`src/hdl/kcl_pkg.sv`:
```
// Shared types, constants and the keypad decode function for the keypad code lock.
package kcl_pkg;

    // Default for the longest entry that is tracked before it is forced wrong.
    localparam int MAX_DIGITS_DEF = 8;

    // Configuration register indexes.
    localparam int          CFG_IDX_W        = 8;
    localparam logic [7:0]  CFG_CODE_LENGTH  = 8'd0;
    localparam logic [7:0]  CFG_CODE_DIGITS  = 8'd1;
    localparam logic [7:0]  CFG_TICKS_PER_S  = 8'd2;
    localparam logic [7:0]  CFG_OPEN_SECONDS = 8'd3;

    // Configuration reset values.
    localparam logic [3:0]  RST_CODE_LENGTH  = 4'd4;
    localparam logic [31:0] RST_CODE_DIGITS  = 32'h0000_4321;
    localparam logic [15:0] RST_TICKS_PER_S  = 16'd500;
    localparam logic [7:0]  RST_OPEN_SECONDS = 8'd4;

    // Input command codes.
    localparam logic CMD_TICK = 1'b0;
    localparam logic CMD_KEY  = 1'b1;

    // Result event codes.
    localparam logic [2:0] EV_NONE    = 3'd0;
    localparam logic [2:0] EV_TAKEN   = 3'd1;
    localparam logic [2:0] EV_CORRECT = 3'd2;
    localparam logic [2:0] EV_WRONG   = 3'd3;
    localparam logic [2:0] EV_CLEARED = 3'd4;

    // Decoded key kinds.
    localparam logic [1:0] KIND_DIGIT = 2'd0;
    localparam logic [1:0] KIND_STAR  = 2'd1;
    localparam logic [1:0] KIND_HASH  = 2'd2;
    localparam logic [1:0] KIND_BAD   = 2'd3;

    // Configuration registers as seen by the datapath.
    typedef struct packed {
        logic [3:0]  code_length;
        logic [31:0] code_digits;
        logic [15:0] ticks_per_second;
        logic [7:0]  open_seconds;
    } cfg_t;

    // One result word before packing onto the output bus.
    typedef struct packed {
        logic       motor_on;
        logic [2:0] event_res;
        logic [3:0] digits_entered;
        logic [7:0] seconds_open;
    } result_t;

    // Decoded key: kind plus digit value.
    typedef struct packed {
        logic [1:0] kind;
        logic [3:0] digit;
    } key_t;

    // Map a raw row-major keypad code to a key kind and digit.
    function automatic key_t key_decode(input logic [4:0] code);
        key_t k;
        k.kind  = KIND_DIGIT;
        k.digit = 4'd0;
        unique case (code)
            5'd1:    k.digit = 4'd1;
            5'd2:    k.digit = 4'd2;
            5'd3:    k.digit = 4'd3;
            5'd5:    k.digit = 4'd4;
            5'd6:    k.digit = 4'd5;
            5'd7:    k.digit = 4'd6;
            5'd9:    k.digit = 4'd7;
            5'd10:   k.digit = 4'd8;
            5'd11:   k.digit = 4'd9;
            5'd14:   k.digit = 4'd0;
            5'd13:   k.kind  = KIND_STAR;
            5'd15:   k.kind  = KIND_HASH;
            default: k.kind  = KIND_BAD;
        endcase
        return k;
    endfunction

endpackage

```
`src/hdl/kcl_cfg.sv`:
```
// Configuration register bank for the keypad code lock.
module kcl_cfg (
    input  logic                          aclk,
    input  logic                          aresetn,
    input  logic                          wr_en,
    input  logic [kcl_pkg::CFG_IDX_W-1:0] wr_index,
    input  logic [31:0]                   wr_data,
    output kcl_pkg::cfg_t                 cfg
);
    import kcl_pkg::*;

    cfg_t cfg_reg;

    // Register writes; an index beyond the list leaves everything unchanged.
    always_ff @(posedge aclk) begin
        if (!aresetn) begin
            cfg_reg.code_length      <= RST_CODE_LENGTH;
            cfg_reg.code_digits      <= RST_CODE_DIGITS;
            cfg_reg.ticks_per_second <= RST_TICKS_PER_S;
            cfg_reg.open_seconds     <= RST_OPEN_SECONDS;
        end else if (wr_en) begin
            unique case (wr_index)
                CFG_CODE_LENGTH:  cfg_reg.code_length      <= wr_data[3:0];
                CFG_CODE_DIGITS:  cfg_reg.code_digits      <= wr_data;
                CFG_TICKS_PER_S:  cfg_reg.ticks_per_second <= wr_data[15:0];
                CFG_OPEN_SECONDS: cfg_reg.open_seconds     <= wr_data[7:0];
                default: ;
            endcase
        end
    end

    assign cfg = cfg_reg;

endmodule

```
`src/hdl/kcl_core.sv`:
```
// Lock state and the combinational update of that state for one word.
module kcl_core #(
    parameter int MAX_DIGITS = kcl_pkg::MAX_DIGITS_DEF
) (
    input  logic             aclk,
    input  logic             aresetn,
    input  logic             advance,
    input  logic             command,
    input  logic [4:0]       key_code,
    input  kcl_pkg::cfg_t    cfg,
    output kcl_pkg::result_t result
);
    import kcl_pkg::*;

    // The entry count saturates at MAX_DIGITS + 1.
    localparam int CW   = $clog2(MAX_DIGITS + 2);
    localparam int CMPW = (CW > 4) ? CW : 4;
    localparam logic [CW-1:0]   CNT_SAT = CW'(MAX_DIGITS + 1);
    localparam logic [CW-1:0]   CNT_MAX = CW'(MAX_DIGITS);
    localparam logic [CMPW-1:0] POS_LIM = CMPW'(8);

    logic [CW-1:0] entry_count_reg, entry_count_next;
    logic          mismatch_reg,    mismatch_next;
    logic          running_reg,     running_next;
    logic [15:0]   tick_count_reg,  tick_count_next;
    logic [7:0]    second_reg,      second_next;
    logic [2:0]    event_w;

    key_t            key;
    logic [15:0]     tick_inc;
    logic [7:0]      second_inc;
    logic [CMPW-1:0] pos_w;
    logic [CMPW-1:0] len_w;
    logic [3:0]      stored;
    logic            digit_ok;
    logic [CW-1:0]   count_inc;

    assign key        = key_decode(key_code);
    assign tick_inc   = tick_count_reg + 16'd1;
    assign second_inc = second_reg + 8'd1;
    assign pos_w      = CMPW'(entry_count_reg);
    assign len_w      = CMPW'(cfg.code_length);
    assign stored     = cfg.code_digits[{pos_w[2:0], 2'b00} +: 4];
    assign digit_ok   = (key.kind == KIND_DIGIT) && (pos_w < len_w) && (pos_w < POS_LIM)
                        && (entry_count_reg < CNT_MAX) && (stored == key.digit);
    assign count_inc  = (entry_count_reg < CNT_SAT) ? entry_count_reg + CW'(1)
                                                    : entry_count_reg;

    // Next state and event for the word at the input register.
    always_comb begin
        entry_count_next = entry_count_reg;
        mismatch_next    = mismatch_reg;
        running_next     = running_reg;
        tick_count_next  = tick_count_reg;
        second_next      = second_reg;
        event_w          = EV_NONE;
        if (command == CMD_TICK) begin
            tick_count_next = tick_inc;
            if (tick_inc >= cfg.ticks_per_second) begin
                tick_count_next = 16'd0;
                second_next     = second_inc;
                if (running_reg && (second_inc == cfg.open_seconds)) begin
                    running_next     = 1'b0;
                    entry_count_next = '0;
                    mismatch_next    = 1'b0;
                    event_w          = EV_CLEARED;
                end
            end
        end else if (!running_reg) begin
            unique case (key.kind)
                KIND_STAR: begin
                    entry_count_next = '0;
                    mismatch_next    = 1'b0;
                    event_w          = EV_CLEARED;
                end
                KIND_HASH: begin
                    if (!mismatch_reg && (pos_w == len_w)) begin
                        running_next    = 1'b1;
                        second_next     = 8'd0;
                        tick_count_next = 16'd0;
                        event_w         = EV_CORRECT;
                    end else begin
                        entry_count_next = '0;
                        mismatch_next    = 1'b0;
                        event_w          = EV_WRONG;
                    end
                end
                default: begin
                    entry_count_next = count_inc;
                    mismatch_next    = mismatch_reg || !digit_ok || (count_inc > CNT_MAX);
                    event_w          = EV_TAKEN;
                end
            endcase
        end
    end

    // State registers move only when the word goes to the output register.
    always_ff @(posedge aclk) begin
        if (!aresetn) begin
            entry_count_reg <= '0;
            mismatch_reg    <= 1'b0;
            running_reg     <= 1'b0;
            tick_count_reg  <= 16'd0;
            second_reg      <= 8'd0;
        end else if (advance) begin
            entry_count_reg <= entry_count_next;
            mismatch_reg    <= mismatch_next;
            running_reg     <= running_next;
            tick_count_reg  <= tick_count_next;
            second_reg      <= second_next;
        end
    end

    // Result as seen after this word.
    always_comb begin
        result.motor_on       = running_next;
        result.event_res      = event_w;
        result.digits_entered = 4'(entry_count_next);
        result.seconds_open   = running_next ? second_next : 8'd0;
    end

endmodule

```
`src/hdl/keypad_code_lock.sv`:
```
// Top level of the keypad code lock: input register, core and output register.
//
//  Channel | Ports                          | Content
//  --------+--------------------------------+------------------------------------------
//  input   | s_tvalid s_tready s_tdata s_tuser | key_code in tdata, command in tuser
//  result  | m_tvalid m_tready m_tdata      | motor_on, event_res, digits_entered, seconds
//  config  | cfg_valid cfg_ready cfg_index cfg_data | register index and write data
//
// One word per cycle while the output register is not stalled: a word is taken
// into the input register, and when it moves on the core updates its state and
// loads the result into the output register.
// aresetn is synchronous and active low; it clears the lock state, the valid
// flags and restores the configuration defaults.
// A stalled result register holds its word; the input register keeps accepting
// as long as its word can move on in the same cycle.
module keypad_code_lock #(
    parameter int MAX_DIGITS = kcl_pkg::MAX_DIGITS_DEF
) (
    input  logic                          aclk,
    input  logic                          aresetn,
    input  logic                          s_tvalid,
    output logic                          s_tready,
    input  logic [7:0]                    s_tdata,   // [4:0] key_code, [7:5] zero
    input  logic                          s_tuser,   // [0] command
    output logic                          m_tvalid,
    input  logic                          m_tready,
    output logic [15:0]                   m_tdata,   // [0] motor_on, [3:1] event_res,
                                                     // [7:4] digits_entered, [15:8] seconds_open
    input  logic                          cfg_valid,
    output logic                          cfg_ready,
    input  logic [kcl_pkg::CFG_IDX_W-1:0] cfg_index,
    input  logic [31:0]                   cfg_data
);
    import kcl_pkg::*;

    cfg_t    cfg;
    result_t result;

    logic       in_valid_reg;
    logic       in_cmd_reg;
    logic [4:0] in_key_reg;
    logic       out_valid_reg;
    result_t    out_word_reg;
    logic       advance;

    assign cfg_ready = 1'b1;
    assign advance   = in_valid_reg && (!out_valid_reg || m_tready);
    assign s_tready  = !in_valid_reg || advance;

    kcl_cfg u_cfg (
        .aclk     (aclk),
        .aresetn  (aresetn),
        .wr_en    (cfg_valid && cfg_ready),
        .wr_index (cfg_index),
        .wr_data  (cfg_data),
        .cfg      (cfg)
    );

    kcl_core #(
        .MAX_DIGITS (MAX_DIGITS)
    ) u_core (
        .aclk     (aclk),
        .aresetn  (aresetn),
        .advance  (advance),
        .command  (in_cmd_reg),
        .key_code (in_key_reg),
        .cfg      (cfg),
        .result   (result)
    );

    // Input register.
    always_ff @(posedge aclk) begin
        if (!aresetn) begin
            in_valid_reg <= 1'b0;
        end else if (s_tready) begin
            in_valid_reg <= s_tvalid;
        end
    end

    always_ff @(posedge aclk) begin
        if (s_tready && s_tvalid) begin
            in_cmd_reg <= s_tuser;
            in_key_reg <= s_tdata[4:0];
        end
    end

    // Output register.
    always_ff @(posedge aclk) begin
        if (!aresetn) begin
            out_valid_reg <= 1'b0;
        end else if (advance) begin
            out_valid_reg <= 1'b1;
        end else if (m_tready) begin
            out_valid_reg <= 1'b0;
        end
    end

    always_ff @(posedge aclk) begin
        if (advance) begin
            out_word_reg <= result;
        end
    end

    assign m_tvalid = out_valid_reg;
    assign m_tdata  = {out_word_reg.seconds_open, out_word_reg.digits_entered,
                       out_word_reg.event_res, out_word_reg.motor_on};

endmodule

```
`config.mk`:
```
export PLATFORM = sky130hd
export DESIGN_NAME = keypad_code_lock
export DESIGN_NICKNAME = d
export VERILOG_FILES = /design/src/hdl/kcl_pkg.sv /design/src/hdl/kcl_cfg.sv /design/src/hdl/kcl_core.sv /design/src/hdl/keypad_code_lock.sv
export SDC_FILE = /design/constraint.sdc
export NUM_CORES = 1
export LEC_CHECK = 0
export BUFFER_PORTS_ARGS = -buffer_cell sky130_fd_sc_hd__buf_2
export CAP_MARGIN = 0
export CELL_PAD_IN_SITES_DETAIL_PLACEMENT = 0
export CELL_PAD_IN_SITES_GLOBAL_PLACEMENT = 1
export CORE_AREA = 2 2 155 119
export CTS_CLUSTER_SIZE = 14
export DETAILED_ROUTE_END_ITERATION = 8
export DIE_AREA = 0 0 157 121
export PLACE_DENSITY = 0.62
export SLEW_MARGIN = 20
export SYNTH_ARGS = -nofsm -noshare
export SYNTH_HDL_FRONTEND = slang
export SYNTH_SLANG_ARGS = --single-unit
```
`constraint.sdc`:
```
create_clock -name aclk -period 10.1 [get_ports aclk]
set_input_delay 2.02 -clock aclk [delete_from_list [all_inputs] [get_ports aclk]]
set_output_delay 2.02 -clock aclk [all_outputs]
set_load 0.02 [all_outputs]
```
==> results of run 1 <==
-- synth_stat cells, types with 2 or more instances --
cell and number:
and3_1 5, a21oi_1 72, a22oi_1 16, inv_1 33
or3_1 3, nand4_1 5, nand3_1 23, and2_1 4
o21ai_0 26, nand4_2 2, nor4_4 3, a31oi_1 7
xor2_1 12, or2_2 2, o21a_1 3, a311oi_1 2
buf_4 4, nand2_1 119, nand3b_1 5, nor2_1 53
nor2b_1 11, mux2i_1 16, buf_2 12, dfxtp_1 92
a32o_1 2, o21ai_1 3, buf_6 3, a22o_1 2
a21o_1 6, nand2b_1 5, o211ai_1 8, xnor2_1 16
nor3_1 7, ha_1 28, clkbuf_1 19, mux4_2 8
edfxtp_1 22
-- worst max-delay path, cell delays in order --
cell,delay (ns)
buf_2,0.10
nor2b_1,0.19
nand2_1,0.09
buf_2,0.16
-- final timing paths --
| kind | start | to | slack, ns | cells past startpoint |
|---|---|---|---|---|
| worst max-delay path | m_tready | s_tready | 5.52 | 4 |
| worst min-delay path | u_cfg.cfg[26] | u_cfg.cfg[26] | 0.45 | 2 |
| worst max register to register | u_core.tick_count_reg[0] | m_tdata[5] | 6.11 | 14 |
| worst min register to register | u_cfg.cfg[26] | u_cfg.cfg[26] | 0.45 | 2 |
-- metrics by stage --
stage                     total power, µW  hold WS, ns
after detailed placement              544        0.447
after CTS                            1180        0.455
after global routing                 1210        0.475
after floorplan                       518        0.433
after global placement                543        0.441
final                                1170        0.452
-- layer usage --
layer,GRT usage [%],vias up,wire length (µm)
met5,0,-,0
met4,4.87,0,139
met3,4.89,14,922
met2,24.0,133,6270
met1,25.1,2378,7840
li1,-,2514,-
-- cell families after synthesis --
family	share of synthesized area, %
AND/OR/NAND/NOR	21.0
multiplexers	5.65
XOR/XNOR	4.34
buffers and inverters	5.49
other	0.0623
flip-flops	41.6
AO/OA/AOI/OAI	16.1
adder cells (fa/ha/maj)	5.82
-- final cells by class --
type / count / area [µm²]
Sequential cell: 114 / 2500
Multi-Input combinational cell: 501 / 3190
Fill cell: 1741 / 10300
Clock buffer: 22 / 505
Inverter: 35 / 131
Tap cell: 242 / 303
Clock inverter: 9 / 124
Timing Repair Buffer: 73 / 385
-- report_power, final --
part	internal (µW)	switching (µW)	leakage [µW]
clock network	426	212	0.000313
registers	471	5.73	0.000946
logic	20.4	37.6	0.00164
total	917	255	0.00289
==> key figures, run 1 <==
Final layout
  • Area growth, synth to finish: 18.6%
  • Fin cells: ~1000
  • Final Cell Area: between 7000 and 8000 µm²
  • Final design utilization: between 40% and 50%
  • Most frequent cells in the layout: nand2_1, dfxtp_1, a21oi_1, buf_2, nor2_1
  • Max FFs per register: 60
  • Number of diodes: 0
  • Nets: ~800
  • Most common cell after layout, fill and taps aside: nand2_1
  • Layout cells sized above 1: 17.2%

Routing
  • DRC viols: 0
  • DR iter-0 viols: 270
  • Vias per cell: 5.06
  • Vias: between 5000 and 6000
  • Post-route ant nets: 0
  • Detailed Routing Iterations Pass 1: 4
  • Total Routed Length: ~15 mm
  • Routed len/inst: approximately 15 µm

GRT
  • Vias in the first global route: between 4000 and 5000
  • Initial antenna violation count: 0
  • First-pass GRT wire length: 24.9 mm
  • GR Overflow Total: 0
  • Pin count of the biggest net entering global routing: 56
  • GRT Total Usage: between 10% and 20%

Synthesis
  • Seq/Total Area, Yosys: ~42%
  • Ys flop type: dfxtp_1
  • Synth Register Bits: between 100 and 150
  • Synth Warn #: 0
  • Mapped cell area: between 6000 and 7000 µm²
  • Yosys cell types: 67
  • Synth area leaders: dfxtp_1, edfxtp_1, nand2_1
  • Number of flops mapped to enable cells by yosys: 22
  • Post-Syn Nets: just under 800
  • Post-synth ARST share: 0%
  • Cells after Synth: slightly below 700
  • Synth top area share: 30.6%
  • Area leader, netlist: dfxtp_1
  • Avg Cell Area, Syn: 8.74 µm²

Setup path
  • CP Data Required Time: a little over 8 ns
  • CP Max Fanout: 4
  • Critical path arrival: approximately 2.6 ns
  • Critical path type: primary input to output pin
  • Worst Setup End Kind: output pin
  • Startpoint types: primary input

STA
  • Final hold violations: 0
  • Worst Tran Pin Value: roughly 1.1 ns
  • Rel. slew slack: about 30%
  • Worst Skew: roughly 0.0057 ns
  • Pins Over Slew Limit: 0
  • # setup viols final: 0
  • RSZ-0062 raised after global routing: false
  • Post-route setup TNS: 0 ns
  • Max frequency: ~220 MHz
  • Tmin final: around 4.6 ns
  • Final period util: between 40% and 50%
  • Setup WS post-layout: around 5.5 ns

Power and ir drop
  • Leak: just under 0.003 µW
  • Pwr/cell area: roughly 160 nW/µm²
  • Maximum vdd drop: between 0.1 and 0.15 mV

Placement
  • Port bufs: slightly below 70
  • Placed Area: about 6500 µm²
  • Dpl ws: about 5.5 ns
  • Placed Cells incl. Taps: slightly below 1000
  • GP Congestion: about 0.84
  • Detailed Place HPWL: around 11 mm

Floorplan
  • Initial core utilization: 34.6%
  • Area of the core: 17400 µm²
  • Floorplan row count: 42
  • Die span in y: between 100 and 150 µm
  • I/O Pins: 73
  • Die area: about 19000 µm²
  • Die X-Extent: about 160 µm

Job
  • Maxcap violations: 0

Clock network
  • CTS Buf Count: 17
  • Clock sink count: ~110
  • Clock root buffer: clkbuf_16
  • Post-cts resize count: 0
  • Clock buffer depth: 2
  • # H-tree levels: 4
  • Clock transition at path regs: roughly 0.05 ns
  • CTS tree: built
  • Setup repair bufs after CTS: 0
  • Hold-fix buffers, CTS: 0
  • Skew-Pair Late Insertion Delay: between 0.4 and 0.5 ns

Worst hold path
  • Hold crit path type: flop to flop

Run status
  • Status: completed
(Power assumes the default switching activity.)
==> run 2, diff against run 1 <==
clock period = 4.7 ns   (was 10.1 ns; I/O delays follow)
==> key figures, run 2 (synthesis gave the netlist of run 1 again) <==
STA
  • Worst Tran Pin Value: 1.07 ns (+0.00791 ns)
  • RSZ-0062 raised after global routing: false
  • Hold_ws: 0.450 ns (-0.00164 ns)
  • Max frequency: 246 MHz
  • Tmin final: around 4.1 ns
  • # setup viols final: 0 (unchanged)
  • Setup WS post-layout: 0.638 ns (-4.88 ns)
  • Final hold violations: 0 (unchanged)
  • Rel. slew slack: 28.8% (-0.53 points)
  • Pins Over Slew Limit: 0 (unchanged)
  • Post-route setup TNS: 0 ns (unchanged)
  • Final period util: just under 90%
  • Worst Skew: 0.00948 ns (+0.00373 ns)

Routing
  • DRC viols: 0 (unchanged)
  • Post-route ant nets: 0 (unchanged)
  • Vias: 5065 (+0.52%)
  • DR iter-0 viols: 331 (+23%)
  • Total Routed Length: 15.7 mm (+3.4%)
  • Vias per cell: 5.09 (+0.52%)
  • Routed len/inst: 15.7 µm (+3.4%)
  • Detailed Routing Iterations Pass 1: 7 (+3)

GRT
  • GR Overflow Total: 0 (unchanged)
  • Initial antenna violation count: 0 (unchanged)
  • GRT Total Usage: 17.7% (+0.59 points)
  • First-pass GRT wire length: 25.7 mm (+3.3%)
  • Pin count of the biggest net entering global routing: 54 (-3.6%)
  • Vias in the first global route: 4939 (+4.2%)

Placement
  • Dpl ws: 0.703 ns (-4.81 ns)
  • Detailed Place HPWL: 11.2 mm (+2.5%)
  • Port bufs: 68 (unchanged)
  • Placed Area: 6510 µm² (+0.23%)
  • GP Congestion: 0.835 (about the same)

Setup path
  • CP Data Required Time: 4.88 ns (-3.20 ns)
  • Cells on worst reg2reg path: 14 (unchanged)
  • Critical path arrival: 4.24 ns (+1.68 ns)
  • Critical path type: flop to flop
  • RR Endpoint: m_tdata[5]
  • R2r startpoint: u_core.tick_count_reg[0]
  • Startpoint types: flop
  • Worst Setup End Kind: flop
  • CP Max Fanout: 9 (+5)
  • Reg-to-reg setup timing slack: 0.64 ns (-5.47 ns)

Clock network
  • Setup repair bufs after CTS: 0 (unchanged)
  • Clock sink count: 114 (unchanged)
  • Clock root buffer: clkbuf_16
  • Post-cts resize count: 0 (unchanged)
  • Hold-fix buffers, CTS: 0 (unchanged)
  • CTS Buf Count: 17 (unchanged)
  • Clock transition at path regs: 0.05 ns (about the same)
  • # H-tree levels: 4 (unchanged)
  • Skew-Pair Late Insertion Delay: 0.42 ns (about the same)
  • Clock buffer depth: 2 (unchanged)
  • CTS tree: built

Final layout
  • Nets: 825 (+0.12%)
  • Most common cell after layout, fill and taps aside: nand2_1
  • Max FFs per register: 60 (unchanged)
  • Layout cells sized above 1: 16.6% (-0.66 points)
  • Area growth, synth to finish: 16.3%
  • Number of diodes: 0 (unchanged)
  • Final Cell Area: 7000 µm² (-1.9%)
  • FILL cells: 1763 (+1.3%)
  • Most frequent cells in the layout: nand2_1, dfxtp_1, a21oi_1, buf_2, nor2_1

Job
  • Maxcap violations: 0 (unchanged)

Floorplan
  • Initial core utilization: 34.6% (unchanged)
  • Die span in y: 121 µm (unchanged)
  • Area of the core: 17400 µm² (unchanged)
  • I/O Pins: 73 (unchanged)
  • Floorplan row count: 42 (unchanged)
  • Die X-Extent: 157 µm (unchanged)
  • Die area: 19000 µm² (unchanged)

Worst hold path
  • Hold Path Cell Cnt: 2 (unchanged)
  • HP Start: u_cfg.cfg[28]
  • Worst Hold Path EP: u_cfg.cfg[28]
  • Hold crit path type: flop to flop

Power and ir drop
  • Maximum vdd drop: 0.202 mV (+70%)
  • Int Pwr: 1730 µW (+89%)
  • Leak: 0.00284 µW (-2.0%)
  • Comb power frac: 5.7% (+0.8 points)
  • Clock Power Share: 49.2% (-5.2 points)
  • Net Sw Power: 537 µW (+110%)
  • Switching part of the total power: 23.7% (+1.9 points)
  • Flop pwr share: 45.1% (+4.4 points)
  • Pwr/cell area: 324 nW/µm² (+97%)

Run status
  • Status: completed
==> run 2: cell types whose count changed in the layout (fill, tap and decap cells not counted), sizes merged <==
cell	before	now
clkinvlp	1	0
clkinv	5	7
bufinv	3	0
buf	73	74
clkbuf	22	23
==> run 2: metal layers <==
metal | track usage (%) | vias up | wire length, µm
met1 | 25.1 | 2387 | 7960
met4 | 5.50 | 0 | 201
met2 | 25.8 | 155 | 6550
li1 | - | 2504 | -
met3 | 5.00 | 19 | 969
met5 | 0 | - | 0
==> run 2: stage by stage <==
stage	cells	total power, µW	utilization, %
final	996	2270	40.3
after CTS	996	2290	40.3
after floorplan	689	1110	-
after global placement	966	1170	37.4
after detailed placement	966	1170	37.4
after global routing	996	2350	40.3
==> run 2: power by group through the flow <==
stage / combinational, µW / clock (µW) / sequential (µW)
floorplan: 64.0 / 0 / 1050
global placement: 128 / 0 / 1040
detailed placement: 131 / 0 / 1040
CTS: 131 / 1140 / 1020
global route: 143 / 1180 / 1020
finish: 130 / 1110 / 1020
==> run 2: critical path, cell delays in order (launching register included) <==
cell and delay (ns):
dfxtp_1 0.46, ha_1 0.28, inv_1 0.12, nor4_4 0.37, and3_1 0.31, nand3_1 0.12
xnor2_1 0.17, ha_1 0.31, nand4_1 0.13, a2111o_1 0.34, nor2_1 0.15, a21o_1 0.37
a31oi_1 0.25, a21o_1 0.25, a32o_1 0.20
==> run 2: final cells by class <==
type / count / area (µm²) / share of cell area (%)
sequential: 114 / 2500 / 35.7
inverter: 35 / 131 / 1.88
clock inverter: 7 / 36.3 / 0.518
multi-input combinational: 501 / 3190 / 45.5
clock buffer: 23 / 458 / 6.54
timing repair buffer: 74 / 385 / 5.50
tap: 242 / 303 / 4.32
==> run 2: worst max-delay path by stage <==
stage | cells after the start | to | from | slack, ns
after floorplan | 14 | m_tdata[5] | u_core.tick_count_reg[0] | 1.44
after global placement | 14 | m_tdata[5] | u_core.tick_count_reg[0] | 0.78
after detailed placement | 14 | m_tdata[5] | u_core.tick_count_reg[0] | 0.70
final | 14 | m_tdata[5] | u_core.tick_count_reg[0] | 0.64
after global routing | 14 | u_core.second_reg[7] | u_core.tick_count_reg[0] | 0.39
after CTS | 14 | u_core.second_reg[7] | u_core.tick_count_reg[0] | 0.65
==> run 3, diff against run 2 <==
CAP_MARGIN = 5   (was 0)
CORE_AREA = 2 2 150 123   (was 2 2 155 119)
DIE_AREA = 0 0 152 125   (was 0 0 157 121)
TNS_END_PERCENT = 1   (was default)
==> key figures, run 3 (synthesis gave the netlist of run 1 again) <==
Run status
  • Status: completed

Floorplan
  • Die X-Extent: 152 µm (-3.2%)
  • Initial core utilization: 34.1% (-0.54 points)
  • Die area: 19000 µm² (about the same)
  • Floorplan row count: 44 (+4.8%)
  • Die span in y: 125 µm (+3.3%)
  • Area of the core: 17700 µm² (+1.6%)
  • I/O Pins: 73 (unchanged)

Clock network
  • Setup repair bufs after CTS: 0 (unchanged)
  • Post-cts resize count: 0 (unchanged)
  • CTS Buf Count: 17 (unchanged)
  • Clock transition at path regs: 0.05 ns (about the same)
  • Hold-fix buffers, CTS: 0 (unchanged)
  • Clock buffer depth: 2 (unchanged)
  • CTS tree: built
  • Clock sink count: 114 (unchanged)
  • Clock root buffer: clkbuf_16
  • # H-tree levels: 4 (unchanged)
  • Skew-Pair Late Insertion Delay: 0.42 ns (about the same)

Final layout
  • Most frequent cells in the layout: nand2_1, dfxtp_1, a21oi_1, buf_2, nor2_1
  • Nets: 824 (-0.12%)
  • Layout cells sized above 1: 17.6% (+1.0 points)
  • Final Cell Area: 7110 µm² (+1.5%)
  • Area growth, synth to finish: 18.1%
  • Max FFs per register: 60 (unchanged)
  • FILL cells: 1783 (+1.1%)
  • Reg area: 2500 µm² (unchanged)
  • Most common cell after layout, fill and taps aside: nand2_1
  • Number of diodes: 0 (unchanged)
  • Multi-input logic area: 3190 µm² (+0.12%)

Power and ir drop
  • Leak: 0.00288 µW (+1.4%)
  • Switching part of the total power: 23.1% (-0.56 points)
  • Int Pwr: 1900 µW (+10%)
  • Pwr/cell area: 348 nW/µm² (+7.7%)
  • Comb power frac: 5.2% (-0.5 points)
  • Flop pwr share: 41.2% (-3.9 points)
  • Net Sw Power: 573 µW (+6.7%)
  • Maximum vdd drop: 0.229 mV (+14%)
  • Clock Power Share: 53.6% (+4.4 points)

STA
  • Worst Tran Pin Value: 0.944 ns (-0.121 ns)
  • Pins Over Slew Limit: 0 (unchanged)
  • Final period util: 84.5% (-1.9 points)
  • Setup WS post-layout: 0.728 ns (+0.0895 ns)
  • Post-route setup TNS: 0 ns (unchanged)
  • # setup viols final: 0 (unchanged)
  • Tmin final: 3.97 ns (-0.0895 ns)
  • Final hold violations: 0 (unchanged)
  • RSZ-0062 raised after global routing: false
  • Worst Skew: 0.00929 ns (-0.000186 ns)
  • Max frequency: 252 MHz (+2.3%)
  • Rel. slew slack: 37.0% (+8.2 points)

Routing
  • Vias: 5002 (-1.2%)
  • Post-route ant nets: 0 (unchanged)
  • Routed len/inst: 15.7 µm (-0.57%)
  • Vias per cell: 5.08 (-0.14%)
  • DR iter-0 viols: 331 (unchanged)
  • Total Routed Length: 15.4 mm (-1.7%)
  • Detailed Routing Iterations Pass 1: 5 (-2)
  • DRC viols: 0 (unchanged)

Worst hold path
  • Hold crit path type: flop to flop

GRT
  • Pin count of the biggest net entering global routing: 50 (-7.4%)
  • First-pass GRT wire length: 25.7 mm (+0.24%)
  • Met3 usage: 5.06% (+0.061 points)
  • Global Route met2 Usage: 24.5% (-1.3 points)
  • Initial antenna violation count: 0 (unchanged)
  • GRT Total Usage: 17.0% (-0.64 points)
  • Vias in the first global route: 4988 (+0.99%)
  • GR Overflow Total: 0 (unchanged)
  • Top Usage Layer GRT: met1
  • Grt met1 use: 24.8% (-0.31 points)

Setup path
  • CP Max Fanout: 9 (unchanged)
  • Worst path top cell family by delay: compound AO/OA/AOI/OAI gates
  • Worst Setup End Kind: flop
  • Slowest stage cell, crit path: dfxtp_1
  • CP Data Required Time: 4.87 ns (about the same)
  • CP bufs+invs: 1 (unchanged)
  • Startpoint types: flop
  • Critical path arrival: 4.14 ns (-0.10 ns)
  • Critical path cell sequence: ha_1, inv_1, nor4_4, and3_1, nand3_1, xnor2_1, ha_1, nand4_1, a2111o_1, nor2_1, a21o_1, a31oi_1, a21o_1, a32o_1
  • Critical path type: flop to flop
  • Largest stage delay on the critical path: 0.43 ns (-0.03 ns)

Placement
  • Detailed Place HPWL: 11.0 mm (-1.8%)
  • Placed Area: 6490 µm² (-0.35%)
  • Port bufs: 68 (unchanged)
  • GP Congestion: 0.844 (+1.1%)
  • Dpl ws: 0.765 ns (+0.0613 ns)

Job
  • Maxcap violations: 0 (unchanged)
run 3: cell count changes in the layout (fill, tap and decap cells not counted), sizes merged:
cell,delta
clkbuf,-2
clkinvlp,+5
clkinv,-2
bufinv,+1
buf,-1
run 3: worst paths after layout:
check	from	to	slack, ns	cells after the start
setup / recovery	u_core.tick_count_reg[0]	m_tdata[5]	0.73	14
hold / removal	u_cfg.cfg[43]	u_cfg.cfg[43]	0.45	2
setup reg to reg	u_core.tick_count_reg[0]	m_tdata[5]	0.73	14
hold reg to reg	u_cfg.cfg[43]	u_cfg.cfg[43]	0.45	2
run 3: cell type report:
cell class / count / share of cell area [%]
clock inverter: 11 / 1.32
multi-input combinational: 501 / 44.9
inverter: 35 / 1.85
tap: 230 / 4.05
sequential: 114 / 35.2
clock buffer: 21 / 7.39
timing repair buffer: 73 / 5.31
run 3: stage by stage:
stage / power (µW) / cells / hold slack (ns) / utilization [%]
after floorplan: 1110 / 689 / 0.433 / -
after global placement: 1170 / 953 / 0.440 / 36.7
after detailed placement: 1170 / 953 / 0.447 / 36.7
after CTS: 2510 / 985 / 0.455 / 40.2
after global routing: 2570 / 985 / 0.479 / 40.2
final: 2480 / 985 / 0.454 / 40.2
run 3: power groups by stage:
stage	logic (µW)	registers [µW]	clock network (µW)
detailed placement	129	1040	0
global placement	127	1040	0
global route	141	1020	1400
finish	129	1020	1330
CTS	130	1020	1360
floorplan	64.0	1050	0
run 3: per-layer routing:
layer	vias up	part of all wire (%)
met4	0	0.87
li1	2513	-
met2	120	42
met3	13	5.5
met5	-	0
met1	2356	52
run 3: worst register-to-register path, stage by stage, from the launching register on:
cell      delay (ns)
dfxtp_1         0.43
ha_1            0.26
inv_1           0.12
nor4_4          0.37
and3_1          0.29
nand3_1         0.12
xnor2_1         0.17
ha_1            0.31
nand4_1         0.12
a2111o_1        0.35
nor2_1          0.14
a21o_1          0.35
a31oi_1         0.24
a21o_1          0.24
a32o_1          0.20
